===== src/sv/mpe_pkg.sv =====
// Shared types and codes for the mouse packet to pointer event decoder.
// No dependencies; every other file of the block imports this package.
package mpe_pkg;

  localparam int OUT_POS_W = 12;
  localparam int LIMIT_W   = 12;
  localparam int NUM_BTN   = 3;

  typedef enum logic [0:0] {
    CMD_PACKET  = 1'b0,
    CMD_SET_POS = 1'b1
  } cmd_t;

  typedef enum logic [1:0] {
    EV_PASSIVE = 2'd0,
    EV_MOVE    = 2'd1,
    EV_PRESS   = 2'd2,
    EV_RELEASE = 2'd3
  } ev_kind_t;

  typedef enum logic [1:0] {
    BTN_NONE   = 2'd0,
    BTN_LEFT   = 2'd1,
    BTN_RIGHT  = 2'd2,
    BTN_MIDDLE = 2'd3
  } btn_t;

  // Register index, taken from the word address
  typedef enum logic [0:0] {
    REG_X_LIMIT = 1'b0,
    REG_Y_LIMIT = 1'b1
  } reg_idx_t;

  localparam logic [LIMIT_W-1:0] X_LIMIT_RST = 12'd639;
  localparam logic [LIMIT_W-1:0] Y_LIMIT_RST = 12'd479;
  localparam logic [31:0]        X_CENTER_RST = 32'd320;
  localparam logic [31:0]        Y_CENTER_RST = 32'd240;

  typedef struct packed {
    ev_kind_t         kind;
    btn_t             btn;
    logic [NUM_BTN-1:0] mask;
  } event_t;

  // All events caused by one packet; the position is shared by all of them
  typedef struct packed {
    event_t [NUM_BTN-1:0] ev;
    logic   [NUM_BTN-1:0] valid;
    logic   [OUT_POS_W-1:0] x;
    logic   [OUT_POS_W-1:0] y;
  } pkt_t;

  // Limit register write, also recenters the pointer on that axis
  typedef struct packed {
    logic               wr_x;
    logic               wr_y;
    logic [LIMIT_W-1:0] value;
  } cfg_wr_t;

  function automatic btn_t slot_button(input logic [1:0] slot);
    btn_t b;
    unique case (slot)
      2'd0:    b = BTN_LEFT;
      2'd1:    b = BTN_RIGHT;
      2'd2:    b = BTN_MIDDLE;
      default: b = BTN_NONE;
    endcase
    return b;
  endfunction

endpackage


===== src/sv/mpe_cfg_regs.sv =====
// Limit registers behind the APB-style configuration port.
// Depends on mpe_pkg for register indexes, reset values and the write struct.
module mpe_cfg_regs
  import mpe_pkg::*;
(
  input  logic               clk,
  input  logic               rst_n,
  input  logic               psel,
  input  logic               penable,
  input  logic               pwrite,
  input  logic [2:0]         paddr,
  input  logic [31:0]        pwdata,
  output logic [31:0]        prdata,
  output logic               pready,
  output logic [LIMIT_W-1:0] x_limit,
  output logic [LIMIT_W-1:0] y_limit,
  output cfg_wr_t            cfg_wr
);

  logic [LIMIT_W-1:0] x_limit_r, x_limit_nxt;
  logic [LIMIT_W-1:0] y_limit_r, y_limit_nxt;
  logic               wr_en;
  reg_idx_t           idx;

  assign pready = 1'b1;
  assign wr_en  = psel & penable & pwrite & pready;
  assign idx    = reg_idx_t'(paddr[2]);

  always_comb begin
    cfg_wr       = '0;
    cfg_wr.value = pwdata[LIMIT_W-1:0];
    x_limit_nxt  = x_limit_r;
    y_limit_nxt  = y_limit_r;
    if (wr_en) begin
      unique case (idx)
        REG_X_LIMIT: begin
          cfg_wr.wr_x = 1'b1;
          x_limit_nxt = pwdata[LIMIT_W-1:0];
        end
        REG_Y_LIMIT: begin
          cfg_wr.wr_y = 1'b1;
          y_limit_nxt = pwdata[LIMIT_W-1:0];
        end
        default: ;
      endcase
    end
  end

  always_ff @(posedge clk) begin
    if (!rst_n) begin
      x_limit_r <= X_LIMIT_RST;
      y_limit_r <= Y_LIMIT_RST;
    end else begin
      x_limit_r <= x_limit_nxt;
      y_limit_r <= y_limit_nxt;
    end
  end

  always_comb begin
    unique case (idx)
      REG_X_LIMIT: prdata = {{(32-LIMIT_W){1'b0}}, x_limit_r};
      REG_Y_LIMIT: prdata = {{(32-LIMIT_W){1'b0}}, y_limit_r};
      default:     prdata = '0;
    endcase
  end

  assign x_limit = x_limit_r;
  assign y_limit = y_limit_r;

endmodule


===== src/sv/mpe_event_gen.sv =====
// Pointer and button state; turns one accepted packet into its list of events.
// Depends on mpe_pkg for command codes, event types and the config write struct.
module mpe_event_gen
  import mpe_pkg::*;
#(
  parameter int POS_BITS = 12
) (
  input  logic               clk,
  input  logic               rst_n,
  input  logic               accept,
  input  logic [0:0]         cmd,
  input  logic [2:0]         button_bits,
  input  logic signed [7:0]  delta_x,
  input  logic signed [7:0]  delta_y,
  input  logic [11:0]        new_x,
  input  logic [11:0]        new_y,
  input  logic [LIMIT_W-1:0] x_limit,
  input  logic [LIMIT_W-1:0] y_limit,
  input  cfg_wr_t            cfg_wr,
  output pkt_t               pkt,
  output logic               pkt_load
);

  localparam int SUM_W = POS_BITS + 2;
  localparam logic [POS_BITS-1:0] POS_MAX = '1;

  logic [POS_BITS-1:0] pos_x_r, pos_x_nxt;
  logic [POS_BITS-1:0] pos_y_r, pos_y_nxt;
  logic [NUM_BTN-1:0]  held_r, held_nxt;
  logic [POS_BITS-1:0] mv_x, mv_y;
  logic [POS_BITS-1:0] center;
  logic [NUM_BTN-1:0]  changed;
  logic                is_set_pos;

  function automatic logic [POS_BITS-1:0] to_pos(input logic [31:0] v);
    return v[POS_BITS-1:0];
  endfunction

  function automatic logic [OUT_POS_W-1:0] to_out(input logic [POS_BITS-1:0] p);
    logic [31:0] w;
    w = 32'(p);
    return w[OUT_POS_W-1:0];
  endfunction

  // Add a signed byte delta and clamp to 0..limit (limit saturated to POS_MAX)
  function automatic logic [POS_BITS-1:0] move_axis(
    input logic [POS_BITS-1:0] pos,
    input logic signed [7:0]   d,
    input logic [LIMIT_W-1:0]  lim
  );
    logic [31:0]         lim32;
    logic [POS_BITS-1:0] top;
    logic signed [SUM_W-1:0] sum;
    logic [SUM_W-1:0]    sum_u;
    logic [POS_BITS-1:0] res;
    lim32 = 32'(lim);
    top   = (lim32 > 32'(POS_MAX)) ? POS_MAX : lim32[POS_BITS-1:0];
    sum   = $signed({2'b00, pos}) + SUM_W'(d);
    sum_u = sum;
    priority if (sum[SUM_W-1]) begin
      res = '0;
    end else if (sum_u > {2'b00, top}) begin
      res = top;
    end else begin
      res = sum_u[POS_BITS-1:0];
    end
    return res;
  endfunction

  assign is_set_pos = (cmd_t'(cmd) == CMD_SET_POS);
  assign mv_x       = move_axis(pos_x_r, delta_x, x_limit);
  assign mv_y       = move_axis(pos_y_r, delta_y, y_limit);
  assign center     = to_pos(32'((13'(cfg_wr.value) + 13'd1) >> 1));
  assign changed    = button_bits ^ held_r;

  always_comb begin
    pos_x_nxt = pos_x_r;
    pos_y_nxt = pos_y_r;
    held_nxt  = held_r;
    priority if (cfg_wr.wr_x || cfg_wr.wr_y) begin
      if (cfg_wr.wr_x) pos_x_nxt = center;
      if (cfg_wr.wr_y) pos_y_nxt = center;
    end else if (accept && is_set_pos) begin
      pos_x_nxt = to_pos(32'(new_x));
      pos_y_nxt = to_pos(32'(new_y));
    end else if (accept) begin
      pos_x_nxt = mv_x;
      pos_y_nxt = mv_y;
      held_nxt  = button_bits;
    end
  end

  always_ff @(posedge clk) begin
    if (!rst_n) begin
      pos_x_r <= to_pos(X_CENTER_RST);
      pos_y_r <= to_pos(Y_CENTER_RST);
      held_r  <= '0;
    end else begin
      pos_x_r <= pos_x_nxt;
      pos_y_r <= pos_y_nxt;
      held_r  <= held_nxt;
    end
  end

  // Each button event carries the mask updated through that button
  always_comb begin
    logic [NUM_BTN-1:0] low;
    low   = '0;
    pkt   = '0;
    pkt.x = to_out(mv_x);
    pkt.y = to_out(mv_y);
    if (changed == '0) begin
      pkt.ev[0].kind = (held_r == '0) ? EV_PASSIVE : EV_MOVE;
      pkt.ev[0].btn  = BTN_NONE;
      pkt.ev[0].mask = held_r;
      pkt.valid      = 3'b001;
    end else begin
      for (int i = 0; i < NUM_BTN; i++) begin
        low = NUM_BTN'((4'd2 << i) - 4'd1);
        pkt.ev[i].kind = button_bits[i] ? EV_PRESS : EV_RELEASE;
        pkt.ev[i].btn  = slot_button(2'(i));
        pkt.ev[i].mask = (button_bits & low) | (held_r & ~low);
      end
      pkt.valid = changed;
    end
  end

  assign pkt_load = accept & ~is_set_pos;

`ifndef SYNTHESIS
  a_held_follows_packet: assert property (@(posedge clk) disable iff (!rst_n)
    accept && !is_set_pos && !cfg_wr.wr_x && !cfg_wr.wr_y
    |=> held_r == $past(button_bits))
    else $error("held mask not updated from packet");

  a_set_pos_keeps_held: assert property (@(posedge clk) disable iff (!rst_n)
    accept && is_set_pos |=> held_r == $past(held_r))
    else $error("set-position changed held mask");
`endif

endmodule


===== src/sv/mpe_event_queue.sv =====
// Result register for one packet's events; sends them out one per transfer.
// Depends on mpe_pkg for the packet and event types.
module mpe_event_queue
  import mpe_pkg::*;
(
  input  logic                 clk,
  input  logic                 rst_n,
  input  pkt_t                 pkt_in,
  input  logic                 load,
  output logic                 can_load,
  output logic                 out_valid,
  input  logic                 out_stall,
  output logic [1:0]           out_event_kind,
  output logic [1:0]           out_which_button,
  output logic [2:0]           out_held_mask,
  output logic [OUT_POS_W-1:0] out_pos_x,
  output logic [OUT_POS_W-1:0] out_pos_y,
  output logic                 out_last_event
);

  pkt_t               pkt_r;
  logic [NUM_BTN-1:0] pend_r, pend_nxt;
  logic [NUM_BTN-1:0] sel;
  event_t             cur;
  logic               xfer;
  logic               last;

  assign sel       = pend_r & (~pend_r + NUM_BTN'(1));
  assign last      = (pend_r & ~sel) == '0;
  assign out_valid = pend_r != '0;
  assign xfer      = out_valid & ~out_stall;
  assign can_load  = !out_valid || (xfer && last);

  always_comb begin
    priority if (pend_r[0]) begin
      cur = pkt_r.ev[0];
    end else if (pend_r[1]) begin
      cur = pkt_r.ev[1];
    end else begin
      cur = pkt_r.ev[2];
    end
  end

  always_comb begin
    pend_nxt = pend_r;
    if (xfer) pend_nxt = pend_r & ~sel;
    if (load) pend_nxt = pkt_in.valid;
  end

  always_ff @(posedge clk) begin
    if (!rst_n) begin
      pend_r <= '0;
    end else begin
      pend_r <= pend_nxt;
    end
  end

  always_ff @(posedge clk) begin
    if (load) pkt_r <= pkt_in;
  end

  assign out_event_kind   = cur.kind;
  assign out_which_button = cur.btn;
  assign out_held_mask    = cur.mask;
  assign out_pos_x        = pkt_r.x;
  assign out_pos_y        = pkt_r.y;
  assign out_last_event   = last;

`ifndef SYNTHESIS
  a_load_only_when_free: assert property (@(posedge clk) disable iff (!rst_n)
    load |-> (pend_r == '0) || (xfer && last))
    else $error("packet loaded over pending events");

  a_load_shows_event: assert property (@(posedge clk) disable iff (!rst_n)
    load && (pkt_in.valid != '0) |=> out_valid)
    else $error("loaded packet produced no event");

  a_last_drains: assert property (@(posedge clk) disable iff (!rst_n)
    xfer && last && !load |=> !out_valid)
    else $error("events left after last transfer");
`endif

endmodule


===== src/sv/mouse_packet_to_events.sv =====
// Mouse packet decoder: each transfer in is a three-byte mouse packet or a
// set-position command. A packet moves the pointer (clamped to 0..limit on each
// axis) and yields one to three events, one per result transfer: one passive or
// move event when the buttons did not change, else one press or release per
// changed button in the order left, right, middle, the final one flagged by
// out_last_event. The event register sends one event per cycle while out_stall
// is low, so a packet occupies the output until its last event leaves; the next
// item is taken in the same cycle as the last event of the previous packet
// leaves. A set-position command gives no event. Writing a limit register
// recenters the pointer on that axis; write only while idle.
module mouse_packet_to_events
  import mpe_pkg::*;
#(
  parameter int POS_BITS = 12
) (
  input  logic                 clk,
  input  logic                 rst_n,
  input  logic                 in_valid,
  output logic                 in_stall,
  input  logic [0:0]           in_cmd,
  input  logic [2:0]           in_button_bits,
  input  logic signed [7:0]    in_delta_x,
  input  logic signed [7:0]    in_delta_y,
  input  logic [11:0]          in_new_x,
  input  logic [11:0]          in_new_y,
  output logic                 out_valid,
  input  logic                 out_stall,
  output logic [1:0]           out_event_kind,
  output logic [1:0]           out_which_button,
  output logic [2:0]           out_held_mask,
  output logic [OUT_POS_W-1:0] out_pos_x,
  output logic [OUT_POS_W-1:0] out_pos_y,
  output logic                 out_last_event,
  input  logic                 psel,
  input  logic                 penable,
  input  logic                 pwrite,
  input  logic [2:0]           paddr,
  input  logic [31:0]          pwdata,
  output logic [31:0]          prdata,
  output logic                 pready
);

  logic [LIMIT_W-1:0] x_limit;
  logic [LIMIT_W-1:0] y_limit;
  cfg_wr_t            cfg_wr;
  pkt_t               pkt;
  logic               pkt_load;
  logic               can_load;
  logic               accept;

  assign in_stall = ~can_load;
  assign accept   = in_valid & can_load;

  mpe_cfg_regs u_regs (
    .clk     (clk),
    .rst_n   (rst_n),
    .psel    (psel),
    .penable (penable),
    .pwrite  (pwrite),
    .paddr   (paddr),
    .pwdata  (pwdata),
    .prdata  (prdata),
    .pready  (pready),
    .x_limit (x_limit),
    .y_limit (y_limit),
    .cfg_wr  (cfg_wr)
  );

  mpe_event_gen #(
    .POS_BITS (POS_BITS)
  ) u_gen (
    .clk         (clk),
    .rst_n       (rst_n),
    .accept      (accept),
    .cmd         (in_cmd),
    .button_bits (in_button_bits),
    .delta_x     (in_delta_x),
    .delta_y     (in_delta_y),
    .new_x       (in_new_x),
    .new_y       (in_new_y),
    .x_limit     (x_limit),
    .y_limit     (y_limit),
    .cfg_wr      (cfg_wr),
    .pkt         (pkt),
    .pkt_load    (pkt_load)
  );

  mpe_event_queue u_queue (
    .clk              (clk),
    .rst_n            (rst_n),
    .pkt_in           (pkt),
    .load             (pkt_load),
    .can_load         (can_load),
    .out_valid        (out_valid),
    .out_stall        (out_stall),
    .out_event_kind   (out_event_kind),
    .out_which_button (out_which_button),
    .out_held_mask    (out_held_mask),
    .out_pos_x        (out_pos_x),
    .out_pos_y        (out_pos_y),
    .out_last_event   (out_last_event)
  );

endmodule

===== config.mk =====
export PLATFORM = sky130hd
export DESIGN_NAME = mouse_packet_to_events
export DESIGN_NICKNAME = d
export VERILOG_FILES = /design/src/sv/mpe_pkg.sv /design/src/sv/mpe_cfg_regs.sv /design/src/sv/mpe_event_gen.sv /design/src/sv/mpe_event_queue.sv /design/src/sv/mouse_packet_to_events.sv
export SDC_FILE = /design/constraint.sdc
export NUM_CORES = 1
export LEC_CHECK = 0
export BUFFER_PORTS_ARGS = -buffer_cell sky130_fd_sc_hd__clkbuf_2
export CAP_MARGIN = 20
export CORE_ASPECT_RATIO = 0.9
export CORE_MARGIN = 8
export CORE_UTILIZATION = 35
export DETAILED_ROUTE_END_ITERATION = 6
export GPL_ROUTABILITY_DRIVEN = 0
export PLACE_DENSITY = 0.6
export SETUP_SLACK_MARGIN = 0.2
export SLEW_MARGIN = 25
export SYNTH_ARGS = -nofsm -noshare
export SYNTH_HDL_FRONTEND = slang
export SYNTH_SLANG_ARGS = --single-unit

===== constraint.sdc =====
create_clock -name clk -period 7.6 [get_ports clk]
set_input_delay 0 -clock clk [delete_from_list [all_inputs] [get_ports clk]]
set_output_delay 0 -clock clk [all_outputs]
set_load 0.005 [all_outputs]

# Word-level counts from Yosys, hierarchy flattened
# Index checks and enable logic that the tools add are counted.
# op_classes
addsub	4
reduce_logical	16
n_lt_le_gt_ge	2
eq_ne	2
n_bitwise	18
muxes	26
# op_table
cell	n
12-bit two-way mux	13
32-bit one-hot mux with 2 select lines	1
13-bit by 8-bit adder with 14-bit output	2
14-bit by 12-bit > comparator with 1-bit output	2
7-bit two-way mux	2
12-bit by 1-bit adder with 13-bit output, second input constant	1
10-bit two-way mux	1
3-bit logical NOT	3
2-bit AND reduction	4
3-bit AND	2
1-bit two-way mux	6
3-bit two-way mux	2
1-bit NOT	6
3-bit NOT	2
3-bit nonzero test	2
1-bit AND	5
2-bit by 1-bit != test with 1-bit output, second input constant	2
3-bit by 1-bit adder with 3-bit output, second input constant	1
1-bit by 3-bit bitwise OR with 3-bit output	1
2-bit by 3-bit bitwise OR with 3-bit output	1
3-bit AND reduction	1
3-bit bitwise XOR	1
1-bit logical AND	2
1-bit logical OR	2
3 further kinds	3
# totals
input_bits	86
register_bits	99

# Longest topological paths before layout
# Gate-level depths: netlist (run 1).
# logic_depth
ltp_word	12
depth_mapped	19
ltp_nobuf	18

# Cells and area by module
# From an unflattened synthesis (run 1), not the netlist that was laid out.
# unflattened
hier_cells	846
area_unflattened_um2	7402.1
# modules_own_cells
mod	seq_area_each_um2	area_each_um2	n_inst	cells_per_inst
mpe_event_gen	540.5	4126.5	1	587
mpe_event_queue	1411.4	1859.3	1	113
mpe_cfg_regs	480.5	1406.3	1	144
mouse_packet_to_events	0.0	10.0	1	2

# Worst setup path before layout (run 1)
# Ideal clock, no wire load.
# synth_path
kind	reg2reg
from	reg u_gen.pos_y_r[0]
to	reg u_gen.pos_y_r[3]
setup_ps	70
required_ps	7530
path_slack_ps	3689
path_stages_with_launch	20
path_buffers	1
t_arrival_ps	3842
cell_sequence	dfxtp_1 ha_1 inv_1 fa_1 nor2b_1 o311ai_1 and2_1 o21bai_1 xor2_1 ha_1 o21ai_0 o21bai_1 a21o_1 a221o_1 a221oi_2 o211ai_2 buf_8 mux2i_1 or3_1 a21oi_1
# synth_between
elab_chain_len	7
# synth_lines
item	line_no	text
start, declared	mpe_event_gen.sv:28	logic [POS_BITS-1:0] pos_y_r, pos_y_nxt;
start signal, assigned	mpe_event_gen.sv:96	pos_y_r <= to_pos(Y_CENTER_RST);
start signal, assigned	mpe_event_gen.sv:100	pos_y_r <= pos_y_nxt;
13-bit by 8-bit adder with 14-bit output *	mpe_event_gen.sv:58	sum = $signed({2'b00, pos}) + SUM_W'(d);
14-bit by 12-bit > comparator with 1-bit output	mpe_event_gen.sv:62	end else if (sum_u > {2'b00, top}) begin
12-bit two-way mux	mpe_event_gen.sv:62	
12-bit two-way mux *	mpe_event_gen.sv:60	priority if (sum[SUM_W-1]) begin
12-bit two-way mux *	mpe_event_gen.sv:86	end else if (accept) begin
12-bit two-way mux *	mpe_event_gen.sv:83	end else if (accept && is_set_pos) begin
12-bit two-way mux *	mpe_event_gen.sv:80	priority if (cfg_wr.wr_x || cfg_wr.wr_y) begin
# Every way passes the cells marked *; elsewhere a longest branch is shown, timed or not. The select of a mux whose other input is x is not followed.
# A chain may end at the register's enable or synchronous reset.

==> results of run 1 <==
cell families (layout without fill, tap and decap cells):
| family | count (synthesis) | in the layout | share of synthesized area |
|---|---|---|---|
| simple gates | 239 | 239 | 0.162 |
| compound gates | 207 | 207 | 0.222 |
| buf+inv | 127 | 205 | 0.101 |
| flops | 90 | 90 | 0.327 |
| fa+ha+maj | 54 | 54 | 0.104 |
| xor+xnor | 31 | 31 | 0.0410 |
| mux | 28 | 28 | 0.0433 |
| other cells | 2 | 21 | 0.00113 |
routing by layer:
layer | vias to the layer above | wire length, um | GRT usage
li1 | 2886 | - | -
met1 | 2756 | 9830 | 0.237
met2 | 179 | 8610 | 0.248
met3 | 15 | 1390 | 0.0365
met4 | 0 | 184 | 0.0324
met5 | - | 0 | 0
cell usage in the layout, fill, tap and decap left out, types with 12 or more instances in the layout:
master,n
o211ai_1,25
dlygate4sd3_1,25
mux2i_1,23
a21boi_0,12
clkbuf_2,109
dfxtp_1,54
a21oi_1,35
conb_1,21
inv_1,50
nand2_1,99
ha_1,51
nand3_1,21
xor2_1,12
xnor2_1,19
o21ai_0,43
edfxtp_1,36
a21o_1,12
nor2_1,59
worst paths after layout:
kind / from / end / slack [ps] / cells past startpoint
setup / recovery: u_gen.pos_x_r[0] / u_queue.out_pos_x[3] / 2620 / 16
hold / removal: in_new_x[3] / u_gen.pos_x_r[3] / 20 / 4
setup reg to reg: u_gen.pos_x_r[0] / u_queue.out_pos_x[3] / 2620 / 16
hold reg to reg: u_regs.x_limit[10] / u_regs.x_limit[10] / 480 / 2
state kept, by name, indices dropped and copies added, names as in the netlist:
register	cells
u_regs.x_limit	12
u_regs.y_limit	12
u_gen.pos_x_r	12
u_gen.held_r	3
u_queue.out_pos_x	12
u_gen.pos_y_r	12
u_queue.out_pos_y	12
u_queue.pkt_r	12
u_queue.pend_r	3
report_power, final:
part | internal [mW] | switching [mW]
clock | 0.260 | 0.199
combinational | 0.254 | 0.367
sequential | 0.557 | 0.0267
total | 1.07 | 0.592
synth_stat cells, drive strengths merged, types with 2 or more instances:
master	n
edfxtp	36
a41oi	2
mux2	5
o211ai	27
clkbuf	28
xnor2	19
nand4	10
a32oi	2
nor2b	9
and4	3
a22o	5
fa	2
a221oi	2
a211o	6
and2	8
inv	50
or2	3
nand2	99
o31ai	3
o2111ai	2
o21a	12
o31a	4
conb	2
o311a	2
a211oi	9
nand2b	7
o2bb2ai	3
dfxtp	54
ha	51
and3	6
o311ai	3
a21oi	36
a21boi	14
a21o	12
o21bai	2
nor3	5
nor2	60
nand3	21
o21ai	44
or3	7
xor2	12
buf	49
mux2i	23
a31oi	10
worst max-delay path, stage by stage (launching register included):
cell,delay (ps)
dfxtp_1,420
ha_1,220
inv_1,60
fa_1,400
nor2b_1,180
o2111ai_1,180
a31oi_1,290
a21o_1,180
a21oi_1,80
xnor2_1,240
ha_1,290
a21o_1,180
a211o_1,290
o21ai_0,460
and2_1,730
mux2i_1,410
nor2_1,90
cell type report:
| cell class | count | area, sq um |
|---|---|---|
| Clock buffer | 10 | 229 |
| Clock inverter | 6 | 75.1 |
| Fill cell | 1922 | 10800 |
| Inverter | 50 | 188 |
| Multi-Input combinational cell | 580 | 3870 |
| Sequential cell | 90 | 2160 |
| Tap cell | 245 | 307 |
| Timing Repair Buffer | 139 | 846 |
timing repair:
item                                   in CTS  in global routing
hold buffers                               25                  0
buffers inserted                            0                  0
endpoints found under the hold margin      36                  0
==> metrics.txt, run 1 <==
vias=around 5.8k; outcome=complete, no violations; arrival time worst endpoint=between 5000 and 6000 ps; Root Driver=clkbuf_16; maximum vdd drop=around 0.11 mV; Routed WL=~20000 um; critical path capture point type=register; Worst Path Required=~7700 ps; #FFs+latches synth=90; Slew @ Worst Pin=between 800 and 900 ps; Die Area=about 0.024 sq mm; routed len/inst=around 18 um; clk sinks=90; clock period minus worst slack=around 5000 ps; post-place setup slack=roughly 2700 ps; period utilisation layout=0.655; Synthesis Warnings=0; Via density=around 5.2; CP Class=reg -> reg; Async SR Flop Fraction=0; clock slew seen by the registers of the worst setup and hold paths=~60 ps; Synth Area per Inst=8.51 sq um; first-pass GRT wire length=30900 um; final hold violation count=0; number of nets with antenna violations after routing=0; Post-synth EDFFs=36; largest net degree at the start of global routing=60; Row Count=47; total grt overflow=0; Setup WS post-layout=2620 ps; Nets=between 1k and 1.5k; Clock Latency Late Sink=350 ps; Starting Density=0.359; CTS tree=built; CP startpoint kind=register; critical path fanouts, max=19; WHS=about 16 ps; Static Leakage=3.41 nW; Post-DP HPWL=~16000 um; initial antenna violation count=0; DP Area=approximately 0.0071 sq mm; Inserted Clock Buffers=9; FMAX=201 MHz; ranking of synthesized cells by area=dfxtp_1 (16%), edfxtp_1 (16%), ha_1 (9.6%); Final Total Pwr=roughly 1.7 mW; Primary FF master, synth=dfxtp_1; Final Util=0.416; First DRT Iteration DRCs=roughly 440; headroom to the max-slew limit=0.455; layout cell share with drive strength beyond 1=0.176; Distinct cells, synth=66; Initial DRT Pass Iterations=6; Die Width=roughly 160 um; Placed Cells incl. Taps=around 1.1k; core area=~0.018 sq mm; cell taking the most area after synthesis=dfxtp_1; P&R area growth vs syn=16.0%; final slew viol count=0; vias in the first global route=5591; CTS resizes=0; share of the synthesized area in the top cell type=0.163; Final Setup Violations=0; Power Density=around 220 mW/mm^2; Synth Cell Area=between 0.006 and 0.007 sq mm; # DRC=0; RSZ-0062 raised after global routing=no; die height=146 um; design area=0.00768 sq mm; Final Skew=just over 4 ps; Top Ports=~150; max-cap viol count=0; Overall Global Routing Usage=0.165; CTS HTree Levels=3; Clock Path Buffers=2; PortBufs=roughly 110; Setup TNS=0 ps; register area share after synthesis=0.327; Mapped Cells=778; type of the worst min-delay path=in -> reg; Antenna diodes=0; Final Non-Filler Cells=1120
Note: power is estimated with default switching activity, not from simulation.
==> run 2, diff against run 1 <==
- ABC_AREA: default -> 1
- PLACE_DENSITY: 0.6 -> 0.59
- clock period: 7.6 -> 4.8 ns (I/O delays scaled with it)
==> metrics.txt, run 2 <==
period utilisation layout=0.814 (was 0.655); First DRT Iteration DRCs=574 (was 442); total grt overflow=0 (unchanged); clk sinks=90 (unchanged); critical path fanouts, max=14 (was 19); Mapped Cells=1039 (was 778); Die Area=0.0249 sq mm (was 0.0236 sq mm); first-pass GRT wire length=32200 um (was 30900 um); R2R Setup Slk=890 ps (was 2620 ps); design area=0.00796 sq mm (was 0.00768 sq mm); most frequent cells in the layout=nand2_1 (251), inv_1 (179), clkbuf_2 (109), o21ai_0 (87), nor2_1 (76) (was clkbuf_2 (109), nand2_1 (99), nor2_1 (59), dfxtp_1 (54), ha_1 (51)); cell taking the most area after synthesis=dfxtp_1 (unchanged); Inserted Clock Buffers=9 (unchanged); Slew @ Worst Pin=780 ps (was 807 ps); final hold violation count=0 (unchanged); die height=151 um (was 146 um); core area=0.0199 sq mm (was 0.0185 sq mm); Worst Path Required=5090 ps (was 7670 ps); Final Setup Violations=0 (unchanged); routed len/inst=15.3 um (was 17.9 um); CTS tree=built (unchanged); PortBufs=109 (unchanged); Post-DP HPWL=17000 um (was 15900 um); FMAX=256 MHz (was 201 MHz); CTS HTree Levels=3 (unchanged); vias in the first global route=5985 (was 5591); critical path capture point type=register (unchanged); # DRC=0 (unchanged); number of nets with antenna violations after routing=0 (unchanged); maximum vdd drop=0.164 mV (was 0.105 mV); Nets=1259 (was 1009); Routed WL=21100 um (was 20000 um); largest net degree at the start of global routing=47 (was 60); Setup TNS=0 ps (unchanged); commonest non-fill, non-tap cell in the layout=nand2_1 (was clkbuf_2); #FFs+latches synth=90 (unchanged); DP Area=0.00753 sq mm (was 0.00710 sq mm); Via density=4.74 (was 5.21); Static Leakage=4.29 nW (was 3.41 nW); post-place setup slack=1020 ps (was 2720 ps); outcome=complete, no violations (unchanged); Placed Cells incl. Taps=1350 (was 1078); Top Ports=153 (unchanged); CP Class=reg -> reg (unchanged); most frequent cell after synthesis=nand2_1 (unchanged); Final Skew=12.6 ps (was 4.07 ps); vias=6541 (was 5836); Clock Path Buffers=2 (unchanged); headroom to the max-slew limit=0.480 (was 0.455); Row Count=49 (was 47); ranking of synthesized cells by area=dfxtp_1 (15%), edfxtp_1 (15%), nand2_1 (13%) (was dfxtp_1 (16%), edfxtp_1 (16%), ha_1 (9.6%)); final slew viol count=0 (unchanged); CP startpoint kind=register (unchanged); Starting Density=0.355 (was 0.359); P&R area growth vs syn=12.9% (was 16.0%); Setup Fix Bufs, Post-CTS=0 (unchanged); max-cap viol count=0 (unchanged); Antenna diodes=0 (unchanged); synth cell count leaders=nand2_1 (251), inv_1 (179), o21ai_0 (87), nor2_1 (79), a21oi_1 (71) (was nand2_1 (99), nor2_1 (60), dfxtp_1 (54), ha_1 (51), inv_1 (50)); Power Density=320 mW/mm^2 (was 216 mW/mm^2); Primary FF master, synth=dfxtp_1 (unchanged); Synth Area per Inst=6.78 sq um (was 8.51 sq um); Overall Global Routing Usage=0.166 (was 0.165); type of the worst min-delay path=in -> reg (unchanged); Setup WS post-layout=895 ps (was 2620 ps); share of the synthesized area in the top cell type=0.153 (was 0.163); Async SR Flop Fraction=0 (unchanged); Synth Cell Area=0.00705 sq mm (was 0.00662 sq mm); Final Non-Filler Cells=1380 (was 1120); Synthesis Warnings=0 (unchanged); arrival time worst endpoint=4200 ps (was 5050 ps); Distinct cells, synth=45 (was 66); register area share after synthesis=0.307 (was 0.327); Die Width=166 um (was 161 um); Post-synth EDFFs=36 (unchanged); Clock Latency Late Sink=360 ps (was 350 ps); initial antenna violation count=0 (unchanged); Root Driver=clkbuf_16 (unchanged); RSZ-0062 raised after global routing=no (unchanged); clock period minus worst slack=3910 ps (was 4980 ps); layout cell share with drive strength beyond 1=0.144 (was 0.176); Initial DRT Pass Iterations=5 (was 6); clock slew seen by the registers of the worst setup and hold paths=70 ps (was 60 ps)
## run 2: report_power, final
part	switching (mW)	leakage [nW]	internal, mW
sequential	0.0299	0.782	0.868
clock	0.338	0.139	0.361
combinational	0.631	3.37	0.321
total	0.999	4.29	1.55
## run 2: worst paths after layout
check,startpoint,to,depth (start not counted)
setup / recovery,u_gen.pos_x_r[0],u_gen.pos_x_r[10],21
hold / removal,in_new_x[11],u_gen.pos_x_r[11],5
setup reg to reg,u_gen.pos_x_r[0],u_gen.pos_x_r[10],21
hold reg to reg,u_gen.held_r[1],u_queue.pkt_r[28],0
## run 2: cell families after synthesis
group,Yosys count,share of synthesized area
AOI/OAI and AO/OA,181,0.135
xor gates and xnor gates,23,0.0297
adders and majority gates,53,0.0962
buffers and inverters,259,0.170
DFF,90,0.307
other,2,0.00107
and+or+nand+nor,431,0.261
## run 2: layout make-up
| type | instances | area, sq um |
|---|---|---|
| clock inverter | 7 | 58.8 |
| timing repair buffer | 126 | 728 |
| fill | 2173 | 11900 |
| inverter | 184 | 691 |
| multi-input combinational | 709 | 3770 |
| clock buffer | 9 | 225 |
| sequential | 90 | 2160 |
| tap | 255 | 319 |
## run 2: what timing repair did
item,4_1_cts,5_1_grt
resized for setup,0,0
hold buffers,14,0
hold endpoints to repair,25,0
## run 2: worst max-delay path, stage by stage (launching register included)
cell	delay [ps]
dfxtp_1	350
ha_1	180
inv_1	60
fa_1	440
o21ai_1	290
nand2_1	80
nand2_1	120
nand2_1	60
nand2_1	70
xor2_1	260
ha_1	300
nand4_1	130
nor2_1	50
nor2_1	120
nand2_1	60
nand2_1	360
nand2_4	200
nand2_1	100
nand2_1	60
o21bai_1	310
nand2_1	90
a21oi_1	120
## run 2: metal layers
layer / vias to the layer above / share of wire / track usage / routed length, um
met5: - / 0 / 0 / 0
met4: 0 / 0.0092 / 0.0277 / 193
met3: 16 / 0.066 / 0.0347 / 1390
met2: 179 / 0.41 / 0.239 / 8600
met1: 2951 / 0.52 / 0.250 / 10900
li1: 3395 / - / - / -
## run 2: metrics by stage
stage | utilization | power [mW] | hold slack, ps
floorplan | - | 1.61 | 105
global placement | 0.377 | 1.83 | 268
detailed placement | 0.379 | 1.84 | 277
CTS | 0.400 | 2.56 | 9.64
global route | 0.400 | 2.72 | 36.3
finish | 0.400 | 2.55 | 13.6
==> run 3, diff against run 2 <==
- clock period: 4.8 -> 3.9 ns (I/O delays scaled with it)
==> metrics.txt, run 3 (same netlist as run 2, synthesis figures left out) <==
GRT Max-Usage Layer=met1 (unchanged); Starting Density=0.355 (unchanged); P&R area growth vs syn=14.8% (was 12.9%); Sw Ratio=0.376 (was 0.392); Clock Power Share=0.280 (was 0.274); Slew @ Worst Pin=770 ps (was 780 ps); period utilisation layout=0.875 (was 0.814); arrival time worst endpoint=3660 ps (was 4200 ps); Placed Cells incl. Taps=1353 (was 1350); critical path fanouts, max=7 (was 14); vias in the first global route=6018 (was 5985); outcome=complete, no violations (unchanged); Overall Global Routing Usage=0.170 (was 0.166); type of the worst min-delay path=in -> reg (unchanged); logic gate share of total power=0.379 (was 0.374); CTS tree=built (unchanged); clk sinks=90 (unchanged); Row Count=49 (unchanged); Routed WL=20900 um (was 21100 um); Top Ports=153 (unchanged); clock period minus worst slack=3410 ps (was 3910 ps); CP Class=reg -> reg (unchanged); number of nets with antenna violations after routing=0 (unchanged); design area=0.00809 sq mm (was 0.00796 sq mm); DP Area=0.00755 sq mm (was 0.00753 sq mm); R2R Setup Slk=490 ps (was 890 ps); Internal Power=2.02 mW (was 1.55 mW); Antenna diodes=0 (unchanged); met3 Track Usage GR=0.0405 (was 0.0347); sequential share of power=0.342 (was 0.352); Post-DP HPWL=17000 um (about the same); Root Driver=clkbuf_16 (unchanged); total grt overflow=0 (unchanged); max-cap viol count=0 (unchanged); Final Skew=6.61 ps (was 12.6 ps); clock slew seen by the registers of the worst setup and hold paths=60 ps (was 70 ps); vias=6534 (was 6541); Setup TNS=0 ps (unchanged); headroom to the max-slew limit=0.486 (was 0.480); # DRC=0 (unchanged); core area=0.0199 sq mm (unchanged); Worst Hold Path Cells=5 (unchanged); met2 Track Usage GR=0.241 (was 0.239); first-pass GRT wire length=33000 um (was 32200 um); Nets=1266 (was 1259); Clock Latency Late Sink=360 ps (about the same); Initial DRT Pass Iterations=5 (unchanged); maximum vdd drop=0.206 mV (was 0.164 mV); FMAX=293 MHz (was 256 MHz); critical path capture point type=register (unchanged); initial antenna violation count=0 (unchanged); switching power=1.22 mW (was 999 uW); Inserted Clock Buffers=9 (unchanged); layout cell share with drive strength beyond 1=0.155 (was 0.144); Via density=4.71 (was 4.74); routed len/inst=15.0 um (was 15.3 um); final slew viol count=0 (unchanged); most frequent cells in the layout=nand2_1 (250), inv_1 (179), clkbuf_2 (109), o21ai_0 (87), nor2_1 (77) (was nand2_1 (251), inv_1 (179), clkbuf_2 (109), o21ai_0 (87), nor2_1 (76)); commonest non-fill, non-tap cell in the layout=nand2_1 (unchanged); RSZ-0062 raised after global routing=no (unchanged); Die Area=0.0249 sq mm (unchanged); CTS HTree Levels=3 (unchanged); Clock Path Buffers=2 (unchanged); Die Width=166 um (unchanged); Final Setup Violations=0 (unchanged); CP startpoint kind=register (unchanged); FF-to-FF path depth=25 (was 21); Worst Path Required=4150 ps (was 5090 ps); largest net degree at the start of global routing=47 (unchanged); Final Non-Filler Cells=1387 (was 1380); final hold violation count=0 (unchanged); PortBufs=109 (unchanged); grt met1 use=0.254 (was 0.250); die height=151 um (unchanged); Power Density=400 mW/mm^2 (was 320 mW/mm^2); First DRT Iteration DRCs=443 (was 574); Static Leakage=4.33 nW (was 4.29 nW)
[run 3: worst paths after layout]
| kind | start | endpoint |
|---|---|---|
| worst min-delay path | in_new_x[11] | u_gen.pos_x_r[11] |
| worst max-delay path | u_gen.pos_y_r[0] | u_gen.pos_y_r[7] |
| worst max register to register | u_gen.pos_y_r[0] | u_gen.pos_y_r[7] |
| worst min register to register | u_gen.held_r[0] | u_gen.held_r[0] |
[run 3: what timing repair did]
item	CTS	global route
hold buffers	14	0
gates resized for setup	0	13
setup buffers	0	3
hold endpoints to repair	26	0
endpoints found under the setup margin	0	35
[run 3: cell type report]
| type | instances | area, sq um |
|---|---|---|
| timing repair buffer | 132 | 773 |
| inverter | 184 | 691 |
| clock buffer | 11 | 243 |
| clock inverter | 5 | 63.8 |
| fill | 2172 | 11800 |
| multi-input combinational | 710 | 3840 |
| tap | 255 | 319 |
| sequential | 90 | 2160 |
[run 3: per-stage QoR]
stage,setup slack [ps],hold WS [ps],power (mW),utilization
finish,489,11.2,3.23,0.407
CTS,219,15.8,3.20,0.402
floorplan,867,105,1.98,-
global placement,281,270,2.26,0.379
global route,199,66.0,3.47,0.407
detailed placement,264,278,2.27,0.380
[run 3: routing by layer]
layer | routed length [um] | up-vias
met5 | 0 | -
met4 | 184 | 0
met3 | 1500 | 15
met2 | 8510 | 219
met1 | 10700 | 2879
li1 | - | 3421
[run 3: power by group through the flow]
stage,clock network (mW),registers [mW],logic (mW)
floorplan,0,1.11,0.869
global placement,0,1.13,1.13
detailed placement,0,1.13,1.15
CTS,0.927,1.11,1.16
global route,0.968,1.11,1.39
finish,0.904,1.11,1.22
[run 3: worst max-delay path, cell delays in order (launching register included)]
cell and delay (ps):
dfxtp_1 330, ha_1 190, inv_1 70, fa_1 390
inv_1 70, nand3_1 70, nand2_2 120, nand2_1 60
nand3_1 90, a21oi_1 90, xnor2_1 150, ha_1 290
nand2_1 60, inv_1 70, nand3_1 60, nor2_1 150
nand4_1 160, nand2_4 150, buf_4 140, nand4_1 100
nand3_1 170, nand2_1 70, nand2_1 80, nand2_1 40
nand2_1 50, nand2_1 60
